## src/rtl/core/esd_pkg.sv

```systemverilog
package esd_pkg;

  localparam logic [7:0] CharBackslash = 8'h5C;
  localparam logic [7:0] CharPercent   = 8'h25;
  localparam logic [7:0] CharHexMark   = 8'h78;  // 'x'
  localparam logic [7:0] CharEscape    = 8'o033;
  localparam logic [7:0] ByteMax       = 8'd255;
  localparam logic [1:0] OctDigitsMax  = 2'd3;

  localparam logic ErrKindNullEsc    = 1'b0;
  localparam logic ErrKindInvalidEsc = 1'b1;

  typedef struct packed {
    logic [7:0] data;
    logic       pct;
    logic       err;
    logic       kind;
    logic       last;
  } res_t;

  // Returns the decoded value of a named escape, or zero if c names none.
  function automatic logic [7:0] named_escape(input logic [7:0] c);
    logic [7:0] v;
    v = 8'd0;
    unique case (c) inside
      8'h22, 8'h27, 8'h5C: v = c;
      8'h61:               v = 8'd7;
      8'h62:               v = 8'd8;
      8'h65, 8'h45:        v = CharEscape;
      8'h66:               v = 8'd12;
      8'h6E:               v = 8'd10;
      8'h72:               v = 8'd13;
      8'h74:               v = 8'd9;
      8'h76:               v = 8'd11;
      default:             v = 8'd0;
    endcase
    return v;
  endfunction

  // Bit 4 flags a valid hex digit, bits 3:0 carry its value.
  function automatic logic [4:0] hex_digit(input logic [7:0] c);
    logic [4:0] h;
    h = 5'd0;
    if (c >= 8'h30 && c <= 8'h39) begin
      h = {1'b1, c[3:0]};
    end else if ((c >= 8'h61 && c <= 8'h66) || (c >= 8'h41 && c <= 8'h46)) begin
      h = {1'b1, c[3:0] + 4'd9};
    end
    return h;
  endfunction

  function automatic logic is_oct_digit(input logic [7:0] c);
    return c[7:3] == 5'b00110;
  endfunction

  function automatic logic [7:0] saturate(input logic [8:0] a);
    return a[8] ? ByteMax : a[7:0];
  endfunction

  function automatic res_t data_res(input logic [7:0] d, input logic pct, input logic last);
    res_t r;
    r.data = d;
    r.pct  = pct;
    r.err  = 1'b0;
    r.kind = 1'b0;
    r.last = last;
    return r;
  endfunction

  function automatic res_t err_res(input logic kind, input logic last);
    res_t r;
    r.data = 8'd0;
    r.pct  = 1'b0;
    r.err  = 1'b1;
    r.kind = kind;
    r.last = last;
    return r;
  endfunction

endpackage

```

## src/rtl/core/escape_sequence_decoder.sv

```systemverilog
// Streaming decoder for C-style backslash escapes.
// Input channel: one raw string byte per request (in_byte_i), with in_last_i
// on the final byte of a string. Output channel: decoded bytes, each with a
// percent flag, an error flag and kind, and out_last_o on the final result
// that the final byte causes.
// Each request is decoded in the cycle it is accepted and its zero, one or
// two results are written into a three-entry result queue; the first result
// is on the output in the cycle after acceptance if the queue was empty. A
// request is accepted in every cycle while the queue holds at most one
// result, so the sustained rate is one byte per cycle. A byte that ends an
// octal or hex escape and yields its own byte adds two results at once.
// After an escape error the rest of the string is discarded without results.
// While the receiver stalls, the queue fills and in_stall_o rises once two
// or more results wait. Reset empties the queue, clears the decoder state
// and the discard flag, and puts the decoder in plain-text mode.
module escape_sequence_decoder
  import esd_pkg::*;
(
  input  logic       clk_i,
  input  logic       rst_ni,
  input  logic       in_valid_i,
  output logic       in_stall_o,
  input  logic [7:0] in_byte_i,
  input  logic       in_last_i,
  output logic       out_valid_o,
  input  logic       out_stall_i,
  output logic [7:0] out_byte_o,
  output logic       is_percent_o,
  output logic       err_o,
  output logic       err_kind_o,
  output logic       out_last_o
);

  typedef enum logic [2:0] {
    MODE_IDLE,
    MODE_ESC,
    MODE_OCT,
    MODE_HEX0,
    MODE_HEX1
  } mode_e;

  mode_e      mode_q, mode_d;
  logic [8:0] accum_q, accum_d;
  logic [1:0] digits_q, digits_d;
  logic       skip_q, skip_d;

  res_t       queue_q [3];
  logic [1:0] wr_ptr_q, rd_ptr_q;
  logic [1:0] count_q;

  res_t       res0, res1;
  logic [1:0] n_res;
  logic       in_acc, out_acc;
  logic       any_err;

  function automatic logic [1:0] ptr_inc(input logic [1:0] p);
    return (p == 2'd2) ? 2'd0 : p + 2'd1;
  endfunction

  assign in_stall_o  = count_q >= 2'd2;
  assign in_acc      = in_valid_i && !in_stall_o;
  assign out_valid_o = count_q != 2'd0;
  assign out_acc     = out_valid_o && !out_stall_i;

  always_comb begin
    logic [4:0] hx;
    logic [7:0] nv;
    logic [8:0] acc;
    logic       do_plain;
    logic       plain_slot;
    logic [1:0] dig;
    hx         = hex_digit(in_byte_i);
    nv         = named_escape(in_byte_i);
    acc        = 9'd0;
    dig        = 2'd0;
    do_plain   = 1'b0;
    plain_slot = 1'b0;
    mode_d     = mode_q;
    accum_d    = accum_q;
    digits_d   = digits_q;
    skip_d     = skip_q;
    n_res      = 2'd0;
    res0       = data_res(8'd0, 1'b0, 1'b0);
    res1       = data_res(8'd0, 1'b0, 1'b0);

    if (skip_q) begin
      if (in_last_i) begin
        skip_d   = 1'b0;
        mode_d   = MODE_IDLE;
        accum_d  = 9'd0;
        digits_d = 2'd0;
      end
    end else begin
      unique case (mode_q)
        MODE_ESC: begin
          mode_d   = MODE_IDLE;
          accum_d  = 9'd0;
          digits_d = 2'd0;
          if (nv != 8'd0) begin
            res0  = data_res(nv, 1'b0, in_last_i);
            n_res = 2'd1;
          end else if (is_oct_digit(in_byte_i)) begin
            if (in_last_i) begin
              res0  = data_res({5'd0, in_byte_i[2:0]}, 1'b0, 1'b1);
              n_res = 2'd1;
            end else begin
              mode_d   = MODE_OCT;
              accum_d  = {6'd0, in_byte_i[2:0]};
              digits_d = 2'd1;
            end
          end else if (in_byte_i == CharHexMark && !in_last_i) begin
            mode_d = MODE_HEX0;
          end else begin
            res0   = err_res(ErrKindInvalidEsc, in_last_i);
            n_res  = 2'd1;
            skip_d = !in_last_i;
          end
        end
        MODE_OCT: begin
          if (is_oct_digit(in_byte_i)) begin
            acc = {accum_q[5:0], in_byte_i[2:0]};
            dig = digits_q + 2'd1;
            if (dig >= OctDigitsMax || in_last_i) begin
              res0     = data_res(saturate(acc), 1'b0, in_last_i);
              n_res    = 2'd1;
              mode_d   = MODE_IDLE;
              accum_d  = 9'd0;
              digits_d = 2'd0;
            end else begin
              accum_d  = acc;
              digits_d = dig;
            end
          end else begin
            res0       = data_res(saturate(accum_q), 1'b0, 1'b0);
            n_res      = 2'd1;
            mode_d     = MODE_IDLE;
            accum_d    = 9'd0;
            digits_d   = 2'd0;
            do_plain   = 1'b1;
            plain_slot = 1'b1;
          end
        end
        MODE_HEX0: begin
          if (!hx[4]) begin
            res0     = err_res(ErrKindInvalidEsc, in_last_i);
            n_res    = 2'd1;
            skip_d   = !in_last_i;
            mode_d   = MODE_IDLE;
            accum_d  = 9'd0;
            digits_d = 2'd0;
          end else if (in_last_i) begin
            res0     = data_res({4'd0, hx[3:0]}, 1'b0, 1'b1);
            n_res    = 2'd1;
            mode_d   = MODE_IDLE;
            accum_d  = 9'd0;
            digits_d = 2'd0;
          end else begin
            mode_d  = MODE_HEX1;
            accum_d = {5'd0, hx[3:0]};
          end
        end
        MODE_HEX1: begin
          mode_d   = MODE_IDLE;
          accum_d  = 9'd0;
          digits_d = 2'd0;
          if (hx[4]) begin
            acc   = {accum_q[4:0], hx[3:0]};
            res0  = data_res(saturate(acc), 1'b0, in_last_i);
            n_res = 2'd1;
          end else begin
            res0       = data_res(saturate(accum_q), 1'b0, 1'b0);
            n_res      = 2'd1;
            do_plain   = 1'b1;
            plain_slot = 1'b1;
          end
        end
        default: begin
          mode_d   = MODE_IDLE;
          accum_d  = 9'd0;
          digits_d = 2'd0;
          do_plain = 1'b1;
        end
      endcase

      // Plain-text handling of the byte, either on its own or after a flush.
      if (do_plain) begin
        if (in_byte_i == CharBackslash && !in_last_i) begin
          mode_d = MODE_ESC;
        end else begin
          if (in_byte_i == CharBackslash) begin
            res1 = err_res(ErrKindNullEsc, 1'b1);
          end else begin
            res1 = data_res(in_byte_i, in_byte_i == CharPercent, in_last_i);
          end
          if (plain_slot) begin
            n_res = 2'd2;
          end else begin
            res0  = res1;
            n_res = 2'd1;
          end
        end
      end
    end
  end

  assign any_err = (n_res != 2'd0) && (res0.err || (n_res == 2'd2 && res1.err));

  always_ff @(posedge clk_i or negedge rst_ni) begin
    if (!rst_ni) begin
      mode_q   <= MODE_IDLE;
      accum_q  <= 9'd0;
      digits_q <= 2'd0;
      skip_q   <= 1'b0;
      wr_ptr_q <= 2'd0;
      rd_ptr_q <= 2'd0;
      count_q  <= 2'd0;
    end else begin
      if (in_acc) begin
        mode_q   <= mode_d;
        accum_q  <= accum_d;
        digits_q <= digits_d;
        skip_q   <= skip_d;
        if (n_res == 2'd1) begin
          wr_ptr_q <= ptr_inc(wr_ptr_q);
        end else if (n_res == 2'd2) begin
          wr_ptr_q <= ptr_inc(ptr_inc(wr_ptr_q));
        end
      end
      if (out_acc) begin
        rd_ptr_q <= ptr_inc(rd_ptr_q);
      end
      count_q <= count_q + (in_acc ? n_res : 2'd0) - {1'b0, out_acc};
    end
  end

  always_ff @(posedge clk_i) begin
    if (in_acc && n_res != 2'd0) begin
      queue_q[wr_ptr_q] <= res0;
    end
    if (in_acc && n_res == 2'd2) begin
      queue_q[ptr_inc(wr_ptr_q)] <= res1;
    end
  end

  assign out_byte_o   = queue_q[rd_ptr_q].data;
  assign is_percent_o = queue_q[rd_ptr_q].pct;
  assign err_o        = queue_q[rd_ptr_q].err;
  assign err_kind_o   = queue_q[rd_ptr_q].kind;
  assign out_last_o   = queue_q[rd_ptr_q].last;

  a_count_bound: assert property (@(posedge clk_i) disable iff (!rst_ni)
    count_q != 2'd3 || in_stall_o)
    else $error("result queue overfilled");

  a_skip_idle: assert property (@(posedge clk_i) disable iff (!rst_ni)
    skip_q |-> mode_q == MODE_IDLE)
    else $error("discarding while an escape is pending");

  a_err_skip: assert property (@(posedge clk_i) disable iff (!rst_ni)
    (in_acc && any_err && !in_last_i) |=> skip_q)
    else $error("error inside a string did not start discarding");

  a_skip_silent: assert property (@(posedge clk_i) disable iff (!rst_ni)
    (in_acc && skip_q) |-> n_res == 2'd0)
    else $error("result produced while discarding");

  a_ptr_range: assert property (@(posedge clk_i) disable iff (!rst_ni)
    wr_ptr_q != 2'd3 && rd_ptr_q != 2'd3)
    else $error("queue pointer out of range");

endmodule

```

## config.mk

```make
export PLATFORM = sky130hd
export DESIGN_NAME = escape_sequence_decoder
export DESIGN_NICKNAME = d
export VERILOG_FILES = /design/src/rtl/core/esd_pkg.sv /design/src/rtl/core/escape_sequence_decoder.sv
export SDC_FILE = /design/constraint.sdc
export NUM_CORES = 1
export LEC_CHECK = 0
export BUFFER_PORTS_ARGS = -buffer_cell sky130_fd_sc_hd__buf_2
export CORE_MARGIN = 3
export CORE_UTILIZATION = 66
export DETAILED_ROUTE_END_ITERATION = 10
export PLACE_DENSITY = 0.95
export RECOVER_POWER = 25
export SYNTH_ARGS = -nofsm -noshare
export SYNTH_HDL_FRONTEND = slang
export SYNTH_SLANG_ARGS = --single-unit
```

## constraint.sdc

```tcl
create_clock -name clk_i -period 7.8 [get_ports clk_i]
set_input_delay 0.78 -clock clk_i [delete_from_list [all_inputs] [get_ports clk_i]]
set_output_delay 0.78 -clock clk_i [all_outputs]
set_load 0.005 [all_outputs]
```

# After elaboration in Yosys (flattened, before gate mapping)
# Memory sizes are Yosys's and may differ from the RTL's.
# Index checks and enable logic that the tools add are counted.
[word_totals]
ram_bits = 36
out_inout_bits = 14
latchBits = 0
elab_cells = 162
input_bits = 13
mem_bits_ro = 0
regBits = 21
mem_count = 1
[op_classes]
n_lt_le_gt_ge = 8
n_bitwise = 0
reduce_logical = 23
n_shift = 0
n_mux = 91
n_div = 0
n_mul = 0
n_eq_ne = 25
addsub = 7
[mem_list]
columns = ["memory", "depth", "word_bits", "read_ports", "rd_clocked_by_memory_dff", "write_ports", "line", "text"]
rows = [
  ["queue_q", 3, 12, 1, 0, 2, "escape_sequence_decoder.sv:47", "res_t queue_q [3];"],
]
[op_table]
columns = ["operator", "n"]
rows = [
  ["12-bit 2-to-1 mux", 13],
  ["8-bit by 7-bit equality test with 1-bit output, second input constant", 11],
  ["8-bit case mux with 9 select lines", 1],
  ["12-bit case mux with 4 select lines", 1],
  ["3-bit 2-to-1 mux", 14],
  ["8-bit 2-to-1 mux", 5],
  ["2-bit 2-to-1 mux", 18],
  ["9-bit 2-to-1 mux", 4],
  ["9-bit case mux with 3 select lines", 1],
  ["8-bit by 6-bit equality test with 1-bit output, second input constant", 3],
  ["1-bit 2-to-1 mux", 23],
  ["8-bit by 7-bit >= comparator with 1-bit output, second input constant", 2],
  ["8-bit by 7-bit <= comparator with 1-bit output, second input constant", 2],
  ["5-bit 2-to-1 mux", 2],
  ["1-bit logical AND", 9],
  ["3-bit case mux with 3 select lines", 1],
  ["2-bit by 1-bit adder with 2-bit output, second input constant", 4],
  ["2-bit equality test, second input constant", 4],
  ["8-bit by 6-bit >= comparator with 1-bit output, second input constant", 1],
  ["8-bit by 6-bit <= comparator with 1-bit output, second input constant", 1],
  ["4-bit 2-to-1 mux", 2],
  ["2-bit case mux with 4 select lines", 1],
  ["8-bit nonzero test", 1],
  ["7-bit 2-to-1 mux", 1],
  ["19 further kinds", 29],
]

# Logic depth before layout (Yosys ltp)
# Gate-level depths: netlist of the first run.
[depth]
word_depth = 16
depth_mapped = 17
ltp_nobuf = 15

# Least setup slack after synthesis of the first run
# OpenSTA, ideal clock, no wires.
[synth_timing]
path_kind = "input port to flip-flop"
start = "input port in_byte_i[0]"
end = "memory queue_q[0][2] (netlist bit), data pin"
path_buffers = 2
t_required_ns = 7.643
arrival_ns = 3.711
path_stages = 15
slack_ns = 3.932
setup_ns = 0.157
path_cell_list = "clkbuf_1 inv_1 ha_1 o21bai_1 a21oi_2 nor2_1 buf_2 nand2_1 a32oi_1 o21bai_1 nand2b_1 ha_1 nor4_1 nand2_1 o22ai_1"
[synth_lines]
columns = ["element", "line", "text"]
rows = [
  ["start: declaration", "escape_sequence_decoder.sv:23", "input logic [7:0] in_byte_i,"],
  ["end: declaration", "escape_sequence_decoder.sv:47", ""],
]

==> flow_metrics.py, run 1 <==
metrics = {
    "status": {
        "status": "completed",
    },
    "critical_path": {
        "cpPeakStageDelay_ps": 820,
        "path_cells": "buf_2 -> inv_1 -> ha_1 -> o21bai_1 -> a21oi_2 -> nor2_1 -> nand2_1 -> a32oi_1 -> o21bai_1 -> nand2b_1 -> ha_1 -> nor4_1 -> nand2_1 -> o22ai_1",
        "worstPathArrival_ps": 5020,
        "crit_required_ps": 7970,
        "startpoint_type": "input pin",
        "end_kind": "flop",
        "critPathSlowestCell": "nor4_1",
        "cp_max_fo": 13,
        "crit_type": "in -> reg",
    },
    "detailed_routing": {
        "wirelength_um": 11700,
        "dr.pass1.iters": 7,
        "routed-via-count": 4087,
        "post-route-drc-count": 0,
        "drt-initial-drc-count": 556,
        "routedWlPerCell_um": 20.3,
        "ant_nets": 0,
        "met3_length_um": 1170,
        "viasPerCell": 7.10,
        "top_layer": "met4",
        "wl_met1_um": 4320,
        "wl_met2_um": 5530,
    },
    "timing": {
        "worst_pin_slew_ps": 1130,
        "finalCritPeriodShare_pct": 62.1,
        "timing.final.max_slew_violations": 0,
        "setup_viol": 0,
        "rsz0062_at_grt": "no",
        "fin_skew_ps": 15.2,
        "setup_tns_ps": 0,
        "finalHoldViolations": 0,
        "max-slew-margin-rel_pct": 25.0,
        "timing.fmax_ghz": 0.206,
        "layout_min_cycle_time_ps": 4850,
    },
    "floorplan": {
        "pin_count": 27,
        "rows": 28,
        "die_area_sq_mm": 0.00750,
        "initial_utilization_pct": 70.4,
        "fp.dieW_um": 86.6,
        "core_area_sq_mm": 0.00610,
        "die_y_um": 86.6,
    },
    "logic_synthesis": {
        "syn_nets": 513,
        "ys_ff_latch": 57,
        "synth_edf_count": 33,
        "synth_cells": 489,
        "synthArstFlopShare_pct": 36.8,
        "ys.flop_type": "edfxtp_1",
        "mappedNetlistArea_sq_mm": 0.00429,
        "ys_seq_area_share_pct": 36.7,
        "ys_warn_count": 0,
        "postSynthAreaPerCell_sq_um": 8.77,
        "ys_types": 78,
    },
    "global_route": {
        "first_global_vias": 3840,
        "antenna_found_initial": 0,
        "grt_pass1_wl_um": 18900,
        "grtUsageTotal_pct": 32.3,
        "grt.overflow.total": 0,
        "grt_max_degree": 27,
    },
    "cts": {
        "cts_resized": 0,
        "post-cts-setup-buffer-count": 0,
        "tritoncts": "done",
        "clk_path_buf_depth": 2,
        "cts_root_buf": "clkbuf_8",
        "cts_buffers": 9,
        "cts.reportedPaths.clkPinSlew_ps": 70,
        "clock_latency_ps": 360,
        "cts_hold_buf": 0,
        "htreeDepth": 3,
        "cts_sinks": 57,
    },
    "worst_hold_path": {
        "min_path_type": "reg -> reg",
    },
    "placed_design": {
        "hpwlAfterDp_um": 8590,
        "gp_congestion": 1.00,
        "io_buffers": 26,
    },
    "finish": {
        "area_growth_pct": 4.32,
        "fin_nets": 520,
        "final_util_pct": 73.4,
        "n_antenna_cell": 0,
        "layout-drive-gt1-share_pct": 14.6,
        "nFillCells": 479,
    },
    "power_and_ir_drop": {
        "ir_drop_mv": 0.248,
        "power.density_mw_per_mm2": 207,
        "p_leak_uw": 0.00173,
        "power.total_uw": 926,
    },
    "run": {
        "max-cap-violations": 0,
    },
}
worst paths after layout:
path | cells past startpoint | from | endpoint | slack (ps)
setup reg to reg | 9 | mode_q[1] | queue_q[0][2] | 3960
hold / removal | 1 | accum_q[6] | accum_q[6] | 510
setup / recovery | 14 | in_byte_i[1] | queue_q[0][2] | 2950
hold reg to reg | 1 | accum_q[6] | accum_q[6] | 510
min in group asynchronous | 1 | rst_ni | accum_q[4] | 610
max in group asynchronous | 1 | rst_ni | accum_q[0] | 6510
metal layers:
metal	vias up	GRT usage [%]
li1	1843	-
met1	1864	40.0
met2	307	53.8
met3	73	4.94
met4	0	18.3
met5	-	0
Yosys cell counts (4+ instances only):
cell / number / area (sq um)
a21o_1: 4 / 30.0
a21oi_1: 26 / 130
a221o_1: 6 / 60.1
a22o_1: 15 / 131
a22oi_1: 4 / 30.0
buf_2: 5 / 25.0
buf_6: 5 / 56.3
clkbuf_1: 16 / 60.1
clkbuf_8: 6 / 82.6
dfrtp_1: 21 / 526
edfxtp_1: 33 / 991
ha_1: 11 / 138
inv_1: 12 / 45.0
mux2i_1: 14 / 140
nand2_1: 62 / 233
nand2b_1: 7 / 43.8
nand3_1: 14 / 70.1
nor2_1: 52 / 195
nor2b_1: 5 / 31.3
nor3_1: 20 / 100
o211ai_1: 5 / 37.5
o21ai_0: 40 / 200
o22ai_1: 11 / 68.8
o2bb2ai_1: 4 / 35.0
o311ai_0: 5 / 43.8
state kept, by name, indices dropped and copies added (netlist names):
signal and flops:
rd_ptr_q 2, digits_q 2, mode_q 3, queue_q 36, wr_ptr_q 2, accum_q 9, count_q 2, skip_q 1
logic make-up after synthesis:
group / share of synthesized area [%]
AOI/OAI and AO/OA: 24.8
xor gates and xnor gates: 0.817
adders and majority gates: 3.21
buffers and inverters: 6.36
DFF: 36.7
muxes: 4.05
and+or+nand+nor: 24.0
metrics by stage:
stage	hold WS, ps	std cells	instance area (sq um)	worst slack (ps)
after CTS	381	576	4490	3160
after global routing	533	576	4480	2730
final	514	576	4480	2950
after global placement	464	560	4310	3160
after detailed placement	500	560	4310	2830
after floorplan	443	489	4290	3930
critical path: cells and delay by family:
family | cells | cell delay (ps)
buffers and inverters | 2 | 440
and+or+nand+nor | 5 | 2080
adders and majority gates | 2 | 570
AOI/OAI and AO/OA | 5 | 1130
final cells by class:
cell class / count / area [sq um] / area share (%)
Multi-Input combinational cell: 387 / 2440 / 54.4
Sequential cell: 57 / 1580 / 35.2
Timing Repair Buffer: 29 / 146 / 3.27
Clock buffer: 9 / 124 / 2.77
Tap cell: 75 / 93.8 / 2.10
Clock inverter: 7 / 53.8 / 1.20
Inverter: 12 / 45.0 / 1.01
where the power goes:
part | internal [uW] | switching [uW]
clock | 118 | 137
combinational | 110 | 147
sequential | 364 | 50.2
placed cells by master, fill, tap and decap left out, types with 12 or more instances in the layout:
cell type	n
a21oi_1	26
inv_1	12
nand2_1	62
nor3_1	21
buf_2	24
edfxtp_1	33
mux2i_1	14
nor2_1	52
a22o_1	15
nand3_1	14
dfrtp_1	21
o21ai_0	40
No activity file was read; power rests on OpenSTA's default activity.
==> inputs of run 2 (changes only) <==
--- a/config.mk
+++ b/config.mk
@@ -7,9 +7,9 @@
 export LEC_CHECK = 0
 export BUFFER_PORTS_ARGS = -buffer_cell sky130_fd_sc_hd__buf_2
 export CORE_MARGIN = 3
-export CORE_UTILIZATION = 66
+export CORE_UTILIZATION = 56
 export DETAILED_ROUTE_END_ITERATION = 10
-export PLACE_DENSITY = 0.95
+export PLACE_DENSITY = 0.86
 export RECOVER_POWER = 25
 export SYNTH_ARGS = -nofsm -noshare
 export SYNTH_HDL_FRONTEND = slang
==> constraint.sdc (replaced) <==
create_clock -name clk_i -period 4.2 [get_ports clk_i]
set_input_delay 0.42 -clock clk_i [delete_from_list [all_inputs] [get_ports clk_i]]
set_output_delay 0.42 -clock clk_i [all_outputs]
set_load 0.005 [all_outputs]
==> flow_metrics.py, run 2 (synthesis results as in run 1) <==
metrics = {
    "timing": {
        "finalHoldViolations": 0,
        "max-slew-margin-rel_pct": 26.0,
        "timing.fmax_ghz": 0.274,
        "setup_tns_ps": 0,
        "fin_skew_ps": 8.83,
        "timing.final.max_slew_violations": 0,
        "rsz0062_at_grt": "no",
        "layout_min_cycle_time_ps": 3660,
        "setup_ws_ps": 545,
        "setup_viol": 0,
        "finalCritPeriodShare_pct": 87.0,
        "worst_pin_slew_ps": 1110,
    },
    "detailed_routing": {
        "wirelength_um": 11100,
        "routed-via-count": 3905,
        "viasPerCell": 6.44,
        "dr.pass1.iters": 5,
        "drt-initial-drc-count": 318,
        "post-route-drc-count": 0,
        "routedWlPerCell_um": 18.4,
        "ant_nets": 0,
    },
    "power_and_ir_drop": {
        "power.density_mw_per_mm2": 400,
        "p_leak_uw": 0.00179,
        "clkPwrFrac_pct": 32.5,
        "internal_power_uw": 1250,
        "power.total_uw": 1850,
        "ir_drop_mv": 0.186,
        "net-switching-power_uw": 599,
        "p_seq_share_pct": 41.6,
        "combPwrFrac_pct": 26.0,
        "switching_share_pct": 32.4,
    },
    "critical_path": {
        "crit_cells": 13,
        "startpoint_type": "input pin",
        "crit_type": "in -> reg",
        "ff2ff_path_depth": 9,
        "crit_required_ps": 4190,
        "path_cells": "buf_2 -> inv_1 -> ha_1 -> nor3b_1 -> nor4b_2 -> nor4b_1 -> o21bai_1 -> mux2i_1 -> o21bai_1 -> nand2b_1 -> ha_1 -> or2_2 -> nand2_1",
        "worstPathArrival_ps": 3640,
        "cp_num_buf_inv": 2,
        "critPathSlowestCell": "nor4b_2",
        "path_delay_family": "simple AND/OR/NAND/NOR gates",
        "cpPeakStageDelay_ps": 430,
        "end_kind": "flop",
        "cp_max_fo": 14,
    },
    "finish": {
        "instances_no_fill": 606,
        "area_growth_pct": 7.70,
        "nFillCells": 606,
        "final_util_pct": 63.0,
        "n_antenna_cell": 0,
        "fin_nets": 526,
        "final_cell_mix": "nand2_1, nor2_1, o21ai_0",
        "reg_top3": "queue_q (36), accum_q (9), mode_q (3)",
        "final_common_cell": "nand2_1",
        "largest_reg_flops": 36,
        "layout-drive-gt1-share_pct": 15.8,
        "top_register": "queue_q",
    },
    "global_route": {
        "antenna_found_initial": 0,
        "grtUsageTotal_pct": 26.8,
        "grt_pass1_wl_um": 18300,
        "grt.overflow.total": 0,
        "first_global_vias": 3709,
        "grt_max_degree": 27,
    },
    "run": {
        "max-cap-violations": 0,
    },
    "placed_design": {
        "dp_cells": 590,
        "io_buffers": 26,
        "pre_cts_ws_ps": 247,
        "gp_congestion": 1.02,
        "hpwlAfterDp_um": 8350,
    },
    "floorplan": {
        "rows": 31,
        "core_area_sq_mm": 0.00733,
        "fp.dieW_um": 93.5,
        "pin_count": 27,
        "initial_utilization_pct": 58.5,
        "die_y_um": 93.5,
        "die_area_sq_mm": 0.00875,
    },
    "cts": {
        "clk_path_buf_depth": 2,
        "cts_sinks": 57,
        "tritoncts": "done",
        "clock_latency_ps": 350,
        "cts_buffers": 9,
        "post-cts-setup-buffer-count": 0,
        "cts_hold_buf": 0,
        "htreeDepth": 3,
        "cts.reportedPaths.clkPinSlew_ps": 70,
        "cts_root_buf": "clkbuf_8",
        "cts_resized": 0,
    },
    "worst_hold_path": {
        "min_path_type": "in -> async",
    },
    "status": {
        "status": "completed",
    },
}
==> run 2: final cells by class <==
class | count | area [sq um] | share of cell area [%]
multi-input cells | 387 | 2440 | 52.8
flip-flops and latches | 57 | 1580 | 34.1
repair buffers | 35 | 195 | 4.22
clock buffers | 12 | 188 | 4.06
well taps | 99 | 124 | 2.68
clock inverters | 4 | 53.8 | 1.16
inverters | 12 | 45.0 | 0.975
==> run 2: power groups by stage <==
stage | registers (uW) | clock network (uW) | logic, uW
floorplan | 709 | 0 | 393
global placement | 775 | 0 | 462
detailed placement | 781 | 0 | 483
CTS | 770 | 605 | 483
global route | 782 | 626 | 538
finish | 769 | 601 | 480
==> run 2: metal layers <==
layer	vias up	global-route usage (%)	share of wire (%)
met2	201	44.3	47
li1	1851	-	-
met3	37	4.51	7.4
met4	0	13.5	4.0
met1	1816	33.7	42
met5	-	0	0
==> run 2: stage by stage <==
| stage | hold slack [ps] | area (sq um) |
|---|---|---|
| 5_1_grt | 360 | 4620 |
| 4_1_cts | 23.4 | 4630 |
| 3_3_place_gp | 386 | 4380 |
| 6_report | 254 | 4620 |
| 2_1_floorplan | 124 | 4290 |
| 3_5_place_dp | 398 | 4380 |
==> run 2: worst paths after layout <==
path                               startpoint            end  slack [ps]
max in group asynchronous              rst_ni    rd_ptr_q[0]        3280
worst min-delay path                   rst_ni     accum_q[1]         250
worst min register to register  queue_q[1][1]  queue_q[1][1]         490
min in group clk_i                 in_valid_i     count_q[1]         400
worst max register to register      mode_q[2]  queue_q[1][0]        1170
worst max-delay path             in_byte_i[0]  queue_q[1][0]         540
